## src/rtl/abeds_pkg.sv

```systemverilog
`timescale 1ns / 1ps
`default_nettype none

package abeds_pkg;

  // Output vector and score widths, and the balance width
  localparam int unsigned VEC_W   = 64;
  localparam int unsigned SCORE_W = 32;
  localparam int unsigned BAL_W   = 16;

  // Operation codes carried on the operation field
  typedef enum logic [1:0] {
    OP_START   = 2'd0,
    OP_LOAD_A  = 2'd1,
    OP_LOAD_B  = 2'd2,
    OP_ADVANCE = 2'd3
  } op_t;

  // One result transfer
  typedef struct packed {
    logic               moved_down;
    logic [SCORE_W-1:0] score;
    logic [VEC_W-1:0]   horiz_plus;
    logic [VEC_W-1:0]   horiz_minus;
    logic [VEC_W-1:0]   vert_plus;
    logic [VEC_W-1:0]   vert_minus;
  } result_t;

endpackage

`default_nettype wire

```

## src/rtl/adaptive_band_edit_distance_step_top.sv

```systemverilog
`timescale 1ns / 1ps
`default_nettype none
// Banded bit-parallel edit-distance step.
// Input channel (in_valid / in_stall) carries one operation per transfer:
// start, preload an a base, preload a b base, or advance the band. Every
// accepted item yields exactly one result on the output channel
// (out_valid / out_stall): the move direction, the centre score and the four
// difference vectors, zero-extended to 64 bits when BAND_WIDTH is below 64.
// A transfer into a free output register shows on out_valid in the next cycle.
// The band state is updated in the cycle of acceptance, so one item is taken
// every cycle while in_stall is low. The result register is backed by a
// one-entry skid register: when the receiver stalls, one further item is
// still taken into the skid stage, and in_stall then rises until the output
// drains. in_stall comes straight from the skid register and does not depend
// on out_stall combinationally. Reset (rst, synchronous) clears both output
// stages and puts the windows, vectors, score and balance to their start values;
// a start operation does the same to the band state and also produces a result.
module adaptive_band_edit_distance_step_top #(
  parameter int unsigned BAND_WIDTH = 64
) (
  input  wire                          clk,
  input  wire                          rst,
  input  wire                          in_valid,
  output logic                         in_stall,
  input  abeds_pkg::op_t               operation,
  input  wire  [1:0]                   a_base,
  input  wire  [1:0]                   b_base,
  output logic                         out_valid,
  input  wire                          out_stall,
  output logic                         moved_down,
  output logic signed [abeds_pkg::SCORE_W-1:0] score_out,
  output logic [abeds_pkg::VEC_W-1:0]  out_horiz_plus,
  output logic [abeds_pkg::VEC_W-1:0]  out_horiz_minus,
  output logic [abeds_pkg::VEC_W-1:0]  out_vert_plus,
  output logic [abeds_pkg::VEC_W-1:0]  out_vert_minus
);
  import abeds_pkg::*;

  localparam int unsigned BW = BAND_WIDTH;
  localparam int unsigned H  = BAND_WIDTH / 2;

  localparam logic [BW-1:0] ONES   = {BW{1'b1}};
  localparam logic [BW-1:0] HP_RST = {{(BW-H){1'b0}}, {H{1'b1}}};
  localparam logic [BW-1:0] HM_RST = {{(BW-H){1'b1}}, {H{1'b0}}};
  localparam logic [BW-1:0] VP_RST = {{(BW-H-1){1'b1}}, {(H+1){1'b0}}};
  localparam logic [BW-1:0] VM_RST = {{(BW-H-1){1'b0}}, {(H+1){1'b1}}};

  localparam logic signed [BAL_W:0] BAL_MAX = (BAL_W+1)'(32767);
  localparam logic signed [BAL_W:0] BAL_MIN = -(BAL_W+1)'(32768);
  localparam logic signed [BAL_W-1:0] BAL_RST = -BAL_W'(2);

  // Band state
  logic [BW-1:0]            a_lo, a_hi, b_lo, b_hi;
  logic [BW-1:0]            hp, hm, vp, vm;
  logic [SCORE_W-1:0]       score;
  logic signed [BAL_W-1:0]  balance;

  logic [BW-1:0]            a_lo_next, a_hi_next, b_lo_next, b_hi_next;
  logic [BW-1:0]            hp_next, hm_next, vp_next, vm_next;
  logic [SCORE_W-1:0]       score_next;
  logic signed [BAL_W-1:0]  balance_next;
  logic                     down_next;

  // Step datapath
  logic [BW-1:0]            a_lo_sh, a_hi_sh, b_lo_sh, b_hi_sh;
  logic [BW-1:0]            hp_sh, hm_sh, vp_sh, vm_sh;
  logic [BW-1:0]            eq, xh, xv, nph, npv, nmh, nmv, p_vec, m_vec;
  logic                     go_down;
  logic signed [BAL_W:0]    bal_sum;
  logic signed [BAL_W-1:0]  bal_sat;
  logic [SCORE_W-1:0]       score_adv;

  // Output stages
  result_t                  out_r, skid_r, new_res;
  logic                     skid_valid;
  logic                     accept, out_free;

  assign accept   = in_valid && !skid_valid;
  assign out_free = !out_valid || !out_stall;
  assign in_stall = skid_valid;

  // Shift windows and vectors for the chosen move
  always_comb begin
    go_down = balance[BAL_W-1];
    a_lo_sh = {a_lo[BW-2:0], a_base[0]};
    a_hi_sh = {a_hi[BW-2:0], a_base[1]};
    b_lo_sh = {b_base[0], b_lo[BW-1:1]};
    b_hi_sh = {b_base[1], b_hi[BW-1:1]};
    if (go_down) begin
      hp_sh = hp;
      hm_sh = hm;
      vp_sh = {1'b1, vp[BW-1:1]};
      vm_sh = {1'b0, vm[BW-1:1]};
    end else begin
      hp_sh = {hp[BW-2:0], 1'b1};
      hm_sh = {hm[BW-2:0], 1'b0};
      vp_sh = vp;
      vm_sh = vm;
    end
  end

  // Recompute difference vectors from the match mask
  always_comb begin
    if (go_down) begin
      eq = ~((a_lo ^ b_lo_sh) | (a_hi ^ b_hi_sh));
    end else begin
      eq = ~((a_lo_sh ^ b_lo) | (a_hi_sh ^ b_hi));
    end
    xh  = eq | hm_sh;
    xv  = eq | vm_sh;
    nph = vm_sh | ~(xh | vp_sh);
    npv = hm_sh | ~(xv | hp_sh);
    nmh = vp_sh & xh;
    nmv = hp_sh & xv;
    p_vec = go_down ? npv : nph;
    m_vec = go_down ? nmv : nmh;
  end

  // Update balance (saturating) and centre score
  always_comb begin
    bal_sum = (BAL_W+1)'(balance)
            + (BAL_W+1)'(p_vec[BW-1]) - (BAL_W+1)'(p_vec[0])
            - (BAL_W+1)'(m_vec[BW-1]) + (BAL_W+1)'(m_vec[0]);
    if (bal_sum > BAL_MAX) begin
      bal_sat = BAL_W'(BAL_MAX);
    end else if (bal_sum < BAL_MIN) begin
      bal_sat = BAL_W'(BAL_MIN);
    end else begin
      bal_sat = bal_sum[BAL_W-1:0];
    end
    score_adv = score + SCORE_W'(p_vec[H]) - SCORE_W'(m_vec[H]);
  end

  // Select next band state by operation
  always_comb begin
    a_lo_next    = a_lo;
    a_hi_next    = a_hi;
    b_lo_next    = b_lo;
    b_hi_next    = b_hi;
    hp_next      = hp;
    hm_next      = hm;
    vp_next      = vp;
    vm_next      = vm;
    score_next   = score;
    balance_next = balance;
    down_next    = 1'b0;
    case (operation)
      OP_START: begin
        a_lo_next    = '0;
        a_hi_next    = '0;
        b_lo_next    = ONES;
        b_hi_next    = ONES;
        hp_next      = HP_RST;
        hm_next      = HM_RST;
        vp_next      = VP_RST;
        vm_next      = VM_RST;
        score_next   = '0;
        balance_next = BAL_RST;
      end
      OP_LOAD_A: begin
        a_lo_next = a_lo_sh;
        a_hi_next = a_hi_sh;
      end
      OP_LOAD_B: begin
        b_lo_next = b_lo_sh;
        b_hi_next = b_hi_sh;
      end
      OP_ADVANCE: begin
        down_next = go_down;
        if (go_down) begin
          b_lo_next = b_lo_sh;
          b_hi_next = b_hi_sh;
        end else begin
          a_lo_next = a_lo_sh;
          a_hi_next = a_hi_sh;
        end
        // All four vectors take their recomputed values on either move
        hp_next      = nph;
        hm_next      = nmh;
        vp_next      = npv;
        vm_next      = nmv;
        score_next   = score_adv;
        balance_next = bal_sat;
      end
      default: begin
        down_next = 1'b0;
      end
    endcase
  end

  // Assemble the result of this transfer
  always_comb begin
    new_res.moved_down  = down_next;
    new_res.score       = score_next;
    new_res.horiz_plus  = VEC_W'(hp_next);
    new_res.horiz_minus = VEC_W'(hm_next);
    new_res.vert_plus   = VEC_W'(vp_next);
    new_res.vert_minus  = VEC_W'(vm_next);
  end

  // Advance band state on each accepted transfer
  always_ff @(posedge clk) begin
    if (rst) begin
      a_lo    <= '0;
      a_hi    <= '0;
      b_lo    <= ONES;
      b_hi    <= ONES;
      hp      <= HP_RST;
      hm      <= HM_RST;
      vp      <= VP_RST;
      vm      <= VM_RST;
      score   <= '0;
      balance <= BAL_RST;
    end else if (accept) begin
      a_lo    <= a_lo_next;
      a_hi    <= a_hi_next;
      b_lo    <= b_lo_next;
      b_hi    <= b_hi_next;
      hp      <= hp_next;
      hm      <= hm_next;
      vp      <= vp_next;
      vm      <= vm_next;
      score   <= score_next;
      balance <= balance_next;
    end
  end

  // Output register with skid stage: drain skid first, hold while stalled
  always_ff @(posedge clk) begin
    if (rst) begin
      out_valid  <= 1'b0;
      skid_valid <= 1'b0;
    end else if (out_free) begin
      if (skid_valid) begin
        out_valid  <= 1'b1;
        skid_valid <= 1'b0;
      end else begin
        out_valid <= accept;
      end
    end else if (accept) begin
      skid_valid <= 1'b1;
    end
  end

  always_ff @(posedge clk) begin
    if (out_free) begin
      if (skid_valid) begin
        out_r <= skid_r;
      end else if (accept) begin
        out_r <= new_res;
      end
    end else if (accept) begin
      skid_r <= new_res;
    end
  end

  assign moved_down      = out_r.moved_down;
  assign score_out       = $signed(out_r.score);
  assign out_horiz_plus  = out_r.horiz_plus;
  assign out_horiz_minus = out_r.horiz_minus;
  assign out_vert_plus   = out_r.vert_plus;
  assign out_vert_minus  = out_r.vert_minus;

endmodule

`default_nettype wire

```

## config.mk

```make
export PLATFORM = sky130hd
export DESIGN_NAME = adaptive_band_edit_distance_step_top
export DESIGN_NICKNAME = d
export VERILOG_FILES = /design/src/rtl/abeds_pkg.sv /design/src/rtl/adaptive_band_edit_distance_step_top.sv
export SDC_FILE = /design/constraint.sdc
export NUM_CORES = 2
export LEC_CHECK = 0
export BUFFER_PORTS_ARGS = -buffer_cell sky130_fd_sc_hd__buf_2
export CORE_MARGIN = 3
export CORE_UTILIZATION = 40
export CTS_CLUSTER_DIAMETER = 40
export DETAILED_ROUTE_END_ITERATION = 10
export SETUP_SLACK_MARGIN = 0.5
export SLEW_MARGIN = 20
export SYNTH_ARGS = -nofsm -noshare
export SYNTH_HDL_FRONTEND = slang
export SYNTH_SLANG_ARGS = --single-unit
```

## constraint.sdc

```tcl
create_clock -name clk -period 15.35 [get_ports clk]
set_input_delay 1.535 -clock clk [delete_from_list [all_inputs] [get_ports clk]]
set_output_delay 1.535 -clock clk [all_outputs]
set_load 0.02 [all_outputs]
```

# After elaboration in Yosys (flattened, before gate mapping)
# Cells that the tools add are included.
[word_totals]
register_bits = 1140
input_bits = 10
word_cells = 99
[op_classes]
addsub = 6
magnitude_cmp = 2
n_eq_ne = 5
n_mux = 27
n_bitwise = 19
n_reduce_logical = 16
[ops]
columns = ["op", "count"]
rows = [
  ["$pmux W64 S3", 4],
  ["$mux W64", 11],
  ["$mux W289", 2],
  ["$or A64 B64 Y64", 8],
  ["$pmux W64 S2", 4],
  ["$not A64 Y64", 4],
  ["$xor A64 B64 Y64", 4],
  ["$and A64 B64 Y64", 2],
  ["$pmux W32 S2", 1],
  ["$sub A17 B1 Y17", 2],
  ["$add A32 B1 Y32", 1],
  ["$mux W16", 2],
  ["$pmux W16 S2", 1],
  ["$sub A32 B1 Y32", 1],
  ["$add A16 B2 Y17", 1],
  ["$add A17 B1 Y17", 1],
  ["$gt A17 B16 Y1 const B", 1],
  ["$lt A17 B16 Y1 const B", 1],
  ["$reduce_and A2 Y1", 3],
  ["$reduce_and A3 Y1", 2],
  ["$reduce_bool A3 Y1", 2],
  ["$eq A2 B2 Y1 const B", 2],
  ["$ne A2 B2 Y1 const B", 2],
  ["$reduce_bool A2 Y1", 2],
  ["8 further kinds", 11],
]

# Depth between registers and ports, before layout
[depth]
ltp_word = 17
ltp_mapped = 21

# Least setup slack after synthesis
# Ideal clock, no wire load.
[synth_timing]
kind = "register -> register"
startpoint = "reg skid_valid (netlist: in_stall)"
endpoint = "reg out_r (netlist bit moved_down) (enable)"
setup_time_ps = 1036
arrival_time_ps = 15494
setup_slack_ps = -1180
path_stages_with_launch = 7
period_less_slack_ps = 16530
cell_sequence = "dfxtp_1 > clkbuf_1 > clkbuf_1 > clkbuf_1 > clkbuf_1 > nor2_1 > a21oi_1"
[synth_between]
elab_chain_cells = 4
[synth_lines]
columns = ["item", "line", "rtl"]
rows = [
  ["start: declaration", "adaptive_band_edit_distance_step_top.sv:75", "logic skid_valid;"],
  ["start signal: assignment", "adaptive_band_edit_distance_step_top.sv:232", "skid_valid <= 1'b0;"],
  ["start signal: assignment", "adaptive_band_edit_distance_step_top.sv:236", "skid_valid <= 1'b0;"],
  ["start signal: assignment", "adaptive_band_edit_distance_step_top.sv:241", "skid_valid <= 1'b1;"],
  ["$logic_not A1 Y1", "adaptive_band_edit_distance_step_top.sv:78", "assign accept = in_valid && !skid_valid;"],
  ["$logic_and A1 B1 Y1", "adaptive_band_edit_distance_step_top.sv:78", ""],
  ["$reduce_bool A2 Y1 (no source line) *", "--", ""],
  ["$reduce_and A2 Y1 (no source line) *", "--", ""],
  ["end signal: assignment", "adaptive_band_edit_distance_step_top.sv:248", "out_r <= skid_r;"],
  ["end signal: assignment", "adaptive_band_edit_distance_step_top.sv:250", "out_r <= new_res;"],
  ["end: declaration", "adaptive_band_edit_distance_step_top.sv:74", "result_t out_r, skid_r, new_res;"],
]
# Mark *: on every way between the ends. The rest lies on a longest branch, timed or not.
# A chain may end at the register's enable or synchronous reset.

# Worst setup path after layout
[layout_timing]
startpoint = "reg balance[15]"
endpoint = "reg balance[10]"
[layout_between]
elab_chain_cells = 14
elab_cells_between_ends = 26
cone_classes = "add/sub (4); order compare (2); mux (10); bitwise (10)"
[layout_lines]
columns = ["item", "line", "rtl"]
rows = [
  ["start: declaration", "adaptive_band_edit_distance_step_top.sv:56", "logic signed [BAL_W-1:0] balance;"],
  ["start signal: assignment", "adaptive_band_edit_distance_step_top.sv:224", "balance <= balance_next;"],
  ["$mux W64 (on tied branches)", "adaptive_band_edit_distance_step_top.sv:104, adaptive_band_edit_distance_step_top.sv:89", ""],
  ["$or A64 B64 Y64 (on tied branches)", "adaptive_band_edit_distance_step_top.sv:109, adaptive_band_edit_distance_step_top.sv:110", ""],
  ["$or A64 B64 Y64 (on tied branches)", "adaptive_band_edit_distance_step_top.sv:111, adaptive_band_edit_distance_step_top.sv:112", ""],
  ["$not A64 Y64 (on tied branches)", "adaptive_band_edit_distance_step_top.sv:111, adaptive_band_edit_distance_step_top.sv:112", ""],
  ["$or A64 B64 Y64 (on tied branches)", "adaptive_band_edit_distance_step_top.sv:111, adaptive_band_edit_distance_step_top.sv:112", ""],
  ["$mux W64", "adaptive_band_edit_distance_step_top.sv:115", "p_vec = go_down ? npv : nph;"],
  ["$add A16 B2 Y17", "adaptive_band_edit_distance_step_top.sv:122", "+ (BAL_W+1)'(p_vec[BW-1]) - (BAL_W+1)'(p_vec[0])"],
  ["$sub A17 B1 Y17", "adaptive_band_edit_distance_step_top.sv:122", ""],
  ["$sub A17 B1 Y17", "adaptive_band_edit_distance_step_top.sv:123", "- (BAL_W+1)'(m_vec[BW-1]) + (BAL_W+1)'(m_vec[0]);"],
  ["$add A17 B1 Y17 *", "adaptive_band_edit_distance_step_top.sv:123", ""],
  ["$lt A17 B16 Y1", "adaptive_band_edit_distance_step_top.sv:126", "end else if (bal_sum < BAL_MIN) begin"],
  ["$mux W16", "adaptive_band_edit_distance_step_top.sv:126", ""],
  ["$mux W16 *", "adaptive_band_edit_distance_step_top.sv:124", "if (bal_sum > BAL_MAX) begin"],
  ["$pmux W16 S2 *", "adaptive_band_edit_distance_step_top.sv:147", "case (operation)"],
]
# Marked as above.

==> summary.md <==
* Post-synth EDFFs: 578
* pin count of the biggest net entering global routing: 196
* # Post-CTS Setup Buffers: 0
* RSZ-0062 raised after global routing: no
* R2R Path End: balance[10]
* post-synthesis cell area: 54250 sq um
* root buf cell: sky130_fd_sc_hd__clkbuf_16
* CP startpoint: balance[15]
* GRT overflow: 0
* register ranked first by flip-flop count: skid_r
* data required time at the worst endpoint: 15.96 ns
* standard-cell row count: 134
* data arrival time of the critical path: 6.70 ns
* Area growth, synth to finish: 15.77%
* max FFs per register: 289
* fraction of the yosys area taken by sequential cells: 52.73%
* relative contribution of combinational cells to total power: 11.8%
* clock share of power: 47.2%
* CTS HTree Levels: 4
* vias post-DR: 42210
* initial standard-cell utilization of the core: 40.45%
* cell type contributing the most total cell area after synthesis: sky130_fd_sc_hd__edfxtp_1
* final WL: 155700 um
* maximum clock frequency: 0.1644 GHz
* clock latency reported for the late side of the worst-skew pair: 0.81 ns
* internal reg-to-reg setup slack: 9.27 ns
* number of maximum-capacitance violations: 0
* Worst setup SP type: flip-flop
* static leakage: 24.85 nW
* sequential power share: 41.0%
* number of top-level pins: 301
* distinct cell type count of the synthesized netlist: 77
* final core utilization: 46.82%
* number of port buffers: 300
* Setup violations, final: 0
* PostCTS Resize Cnt: 0
* Yosys warnings: 0
* count of cells along the worst register-to-register path: 19
* total of flip-flops plus latches after synthesis: 1140
* Slew HR: 25.95%
* worst hold slack after final layout: 0.4721 ns
* Final HPWL DP: 97170 um
* Least-Margin Pin Slew: 1.111 ns
* # hold bufs at CTS: 0
* worst setup slack after placement: 9.041 ns
* internal power component: 0.006016 W
* peak supply drop: 95.64 uV
* slack of the critical path: 9.268 ns
* average size of a mapped cell: 9.824 sq um
* global-route usage over all layers: 21.54%
* mean routed wirelength per cell: 20.63 um
* wire length of the first global-routing pass: 241800 um
* DRC violations left: 0
* full die area: 140100 sq um
* Placeable Area: 134100 sq um
* share of layout cells above drive strength 1: 16.56%
* top area cells in the synthesized netlist: sky130_fd_sc_hd__edfxtp_1 32%, sky130_fd_sc_hd__dfxtp_1 21%, sky130_fd_sc_hd__mux2_2 5.7%
* fin nets: 5703
* Primary FF master, synth: sky130_fd_sc_hd__edfxtp_1
* Inserted Clock Buffers: 167
* number of nets with antenna violations after detailed routing: 0
* final period utilization: 39.62%
* count of final hold-check violations: 0
* antenna violations before repair: 7
* number of DRC markers in iteration 0: 3814
* net switching power: 0.002297 W
* x dimension of the die: 374.3 um
* outcome: finished clean
* clock sink count: 1140
* post-layout min period: 6.082 ns
* number of fill cells: 12440
* first-pass detailed-route iteration total: 6
* Clk pin slew, worst setup/hold paths: 0.06 ns
* kind of path behind the tightest hold check: reg -> reg
* type of destination of the critical path: flip-flop
* gate count after technology mapping: 5522
* final RePlAce weighted congestion: 0.8220
* clock tree from TritonCTS: built
* PwrDens: 132.4 nW/um^2
* critical setup path kind: reg -> reg
* final sum of negative setup slack: 0 ns
* startpoint of the worst register-to-register path: balance[15]
* DIE HEIGHT: 374.3 um
* Vias/cell: 5.593
* switching fraction of total power: 27.63%
* area fraction of the dominant cell type after synthesis: 31.99%
* share of flip-flops with an asynchronous set or reset: 0%
* clock skew: 0.04558 ns
* Max Transition Viols Final: 0
* Critical Path End: balance[10]
* largest driver fanout on the critical path: 56
* Clock Tree Buf Depth: 3
* Synthesized Nets: 5590
* number of global-route vias before repair: 40250
==> layer usage <==
metal / track usage, % / up-vias / routed length (um)
li1: - / 20130 / -
met1: 30.63 / 20520 / 71380
met2: 33.51 / 1339 / 70860
met3: 4.388 / 218 / 10360
met4: 5.449 / 12 / 3016
met5: 0 / - / 82
==> cells by family after synthesis <==
| logic type | Yosys count | share of synthesized area (%) |
|---|---|---|
| mux | 451 | 8.956 |
| buf+inv | 666 | 4.726 |
| xor+xnor | 172 | 2.791 |
| simple gates | 1559 | 12.68 |
| compound gates | 1466 | 16.54 |
| flops | 1140 | 52.73 |
| fa+ha+maj | 68 | 1.578 |
==> cell usage in the layout, fill, tap and decap left out, types with 109 or more instances in the layout <==
cell	n
sky130_fd_sc_hd__nor2_1	476
sky130_fd_sc_hd__mux2_2	275
sky130_fd_sc_hd__buf_2	299
sky130_fd_sc_hd__nand2_1	503
sky130_fd_sc_hd__inv_1	251
sky130_fd_sc_hd__mux2i_1	176
sky130_fd_sc_hd__nand3_1	194
sky130_fd_sc_hd__a21o_1	117
sky130_fd_sc_hd__clkbuf_16	174
sky130_fd_sc_hd__a21oi_1	423
sky130_fd_sc_hd__edfxtp_1	578
sky130_fd_sc_hd__a22oi_1	109
sky130_fd_sc_hd__dfxtp_1	560
sky130_fd_sc_hd__nor3_1	163
sky130_fd_sc_hd__o21ai_0	436
==> per-stage QoR <==
stage                     total power [W]  std cells  cell area [sq um]
after floorplan                  0.004143       5522              54260
after global placement           0.004440       7234              56950
after detailed placement         0.004449       7234              56950
after CTS                        0.008381       7547              62800
after global routing             0.008610       7547              62800
final                            0.008313       7548              62810
==> synth_stat cells (37+ instances only) <==
library cell	number
sky130_fd_sc_hd__a22oi_1	109
sky130_fd_sc_hd__mux2i_1	176
sky130_fd_sc_hd__o211ai_1	82
sky130_fd_sc_hd__inv_1	254
sky130_fd_sc_hd__nand3_1	194
sky130_fd_sc_hd__a311o_1	37
sky130_fd_sc_hd__and3_1	53
sky130_fd_sc_hd__and2_1	67
sky130_fd_sc_hd__buf_1	49
sky130_fd_sc_hd__a31oi_1	79
sky130_fd_sc_hd__xor2_1	96
sky130_fd_sc_hd__nand2_1	505
sky130_fd_sc_hd__ha_1	54
sky130_fd_sc_hd__a21oi_1	424
sky130_fd_sc_hd__dfxtp_1	562
sky130_fd_sc_hd__a21o_1	117
sky130_fd_sc_hd__mux2_2	275
sky130_fd_sc_hd__xnor2_1	75
sky130_fd_sc_hd__nor2_1	480
sky130_fd_sc_hd__edfxtp_1	578
sky130_fd_sc_hd__nor3_1	165
sky130_fd_sc_hd__o21ai_0	436
sky130_fd_sc_hd__clkbuf_1	340
==> critical path, cell delays in order (launching register included) <==
cell and delay, ns:
sky130_fd_sc_hd__dfxtp_4 0.36, sky130_fd_sc_hd__inv_4 0.45, sky130_fd_sc_hd__buf_4 0.73, sky130_fd_sc_hd__nor3_1 0.20, sky130_fd_sc_hd__o21ai_0 0.21, sky130_fd_sc_hd__nand2_1 0.09
sky130_fd_sc_hd__and2_1 0.22, sky130_fd_sc_hd__fa_1 0.57, sky130_fd_sc_hd__fa_1 0.17, sky130_fd_sc_hd__inv_1 0.05, sky130_fd_sc_hd__ha_1 0.23, sky130_fd_sc_hd__fa_1 0.43
sky130_fd_sc_hd__a21oi_1 0.23, sky130_fd_sc_hd__o21ai_0 0.16, sky130_fd_sc_hd__nand2_1 0.15, sky130_fd_sc_hd__o21ai_1 0.08, sky130_fd_sc_hd__o41ai_1 0.31, sky130_fd_sc_hd__xor2_1 0.76
sky130_fd_sc_hd__and2_1 0.34, sky130_fd_sc_hd__a222oi_1 0.09
==> power by group through the flow <==
stage          Combinational (W)  Clock (W)  Sequential, W
3_3_place_gp            0.000965          0        0.00348
4_1_cts                 0.000977    0.00399        0.00341
2_1_floorplan           0.000596          0        0.00355
5_1_grt                  0.00106    0.00412        0.00342
3_5_place_dp            0.000972          0        0.00348
6_report                0.000977    0.00392        0.00341
==> area by class of cell <==
| type | instances | area, sq um | share of cell area [%] |
|---|---|---|---|
| Multi-Input combinational cell | 3716 | 23190 | 36.93 |
| Timing Repair Buffer | 355 | 1962 | 3.124 |
| Clock inverter | 106 | 1246 | 1.984 |
| Tap cell | 1768 | 2212 | 3.522 |
| Clock buffer | 207 | 4608 | 7.337 |
| Sequential cell | 1140 | 28610 | 45.56 |
| Inverter | 255 | 967.2 | 1.540 |
| Antenna cell | 1 | 2.502 | 0.003984 |
==> worst min path at each step <==
stage / start / to / slack (ns) / cells after the start
floorplan: a_hi[63] / a_hi[63] / 0.44 / 2
global placement: a_hi[63] / a_hi[63] / 0.46 / 2
detailed placement: a_lo[24] / a_lo[24] / 0.47 / 2
CTS: a_hi[38] / a_hi[39] / 0.46 / 2
global route: a_lo[51] / a_lo[51] / 0.49 / 2
finish: a_hi[38] / a_hi[39] / 0.47 / 2
No activity file was read; power rests on OpenSTA's default activity.
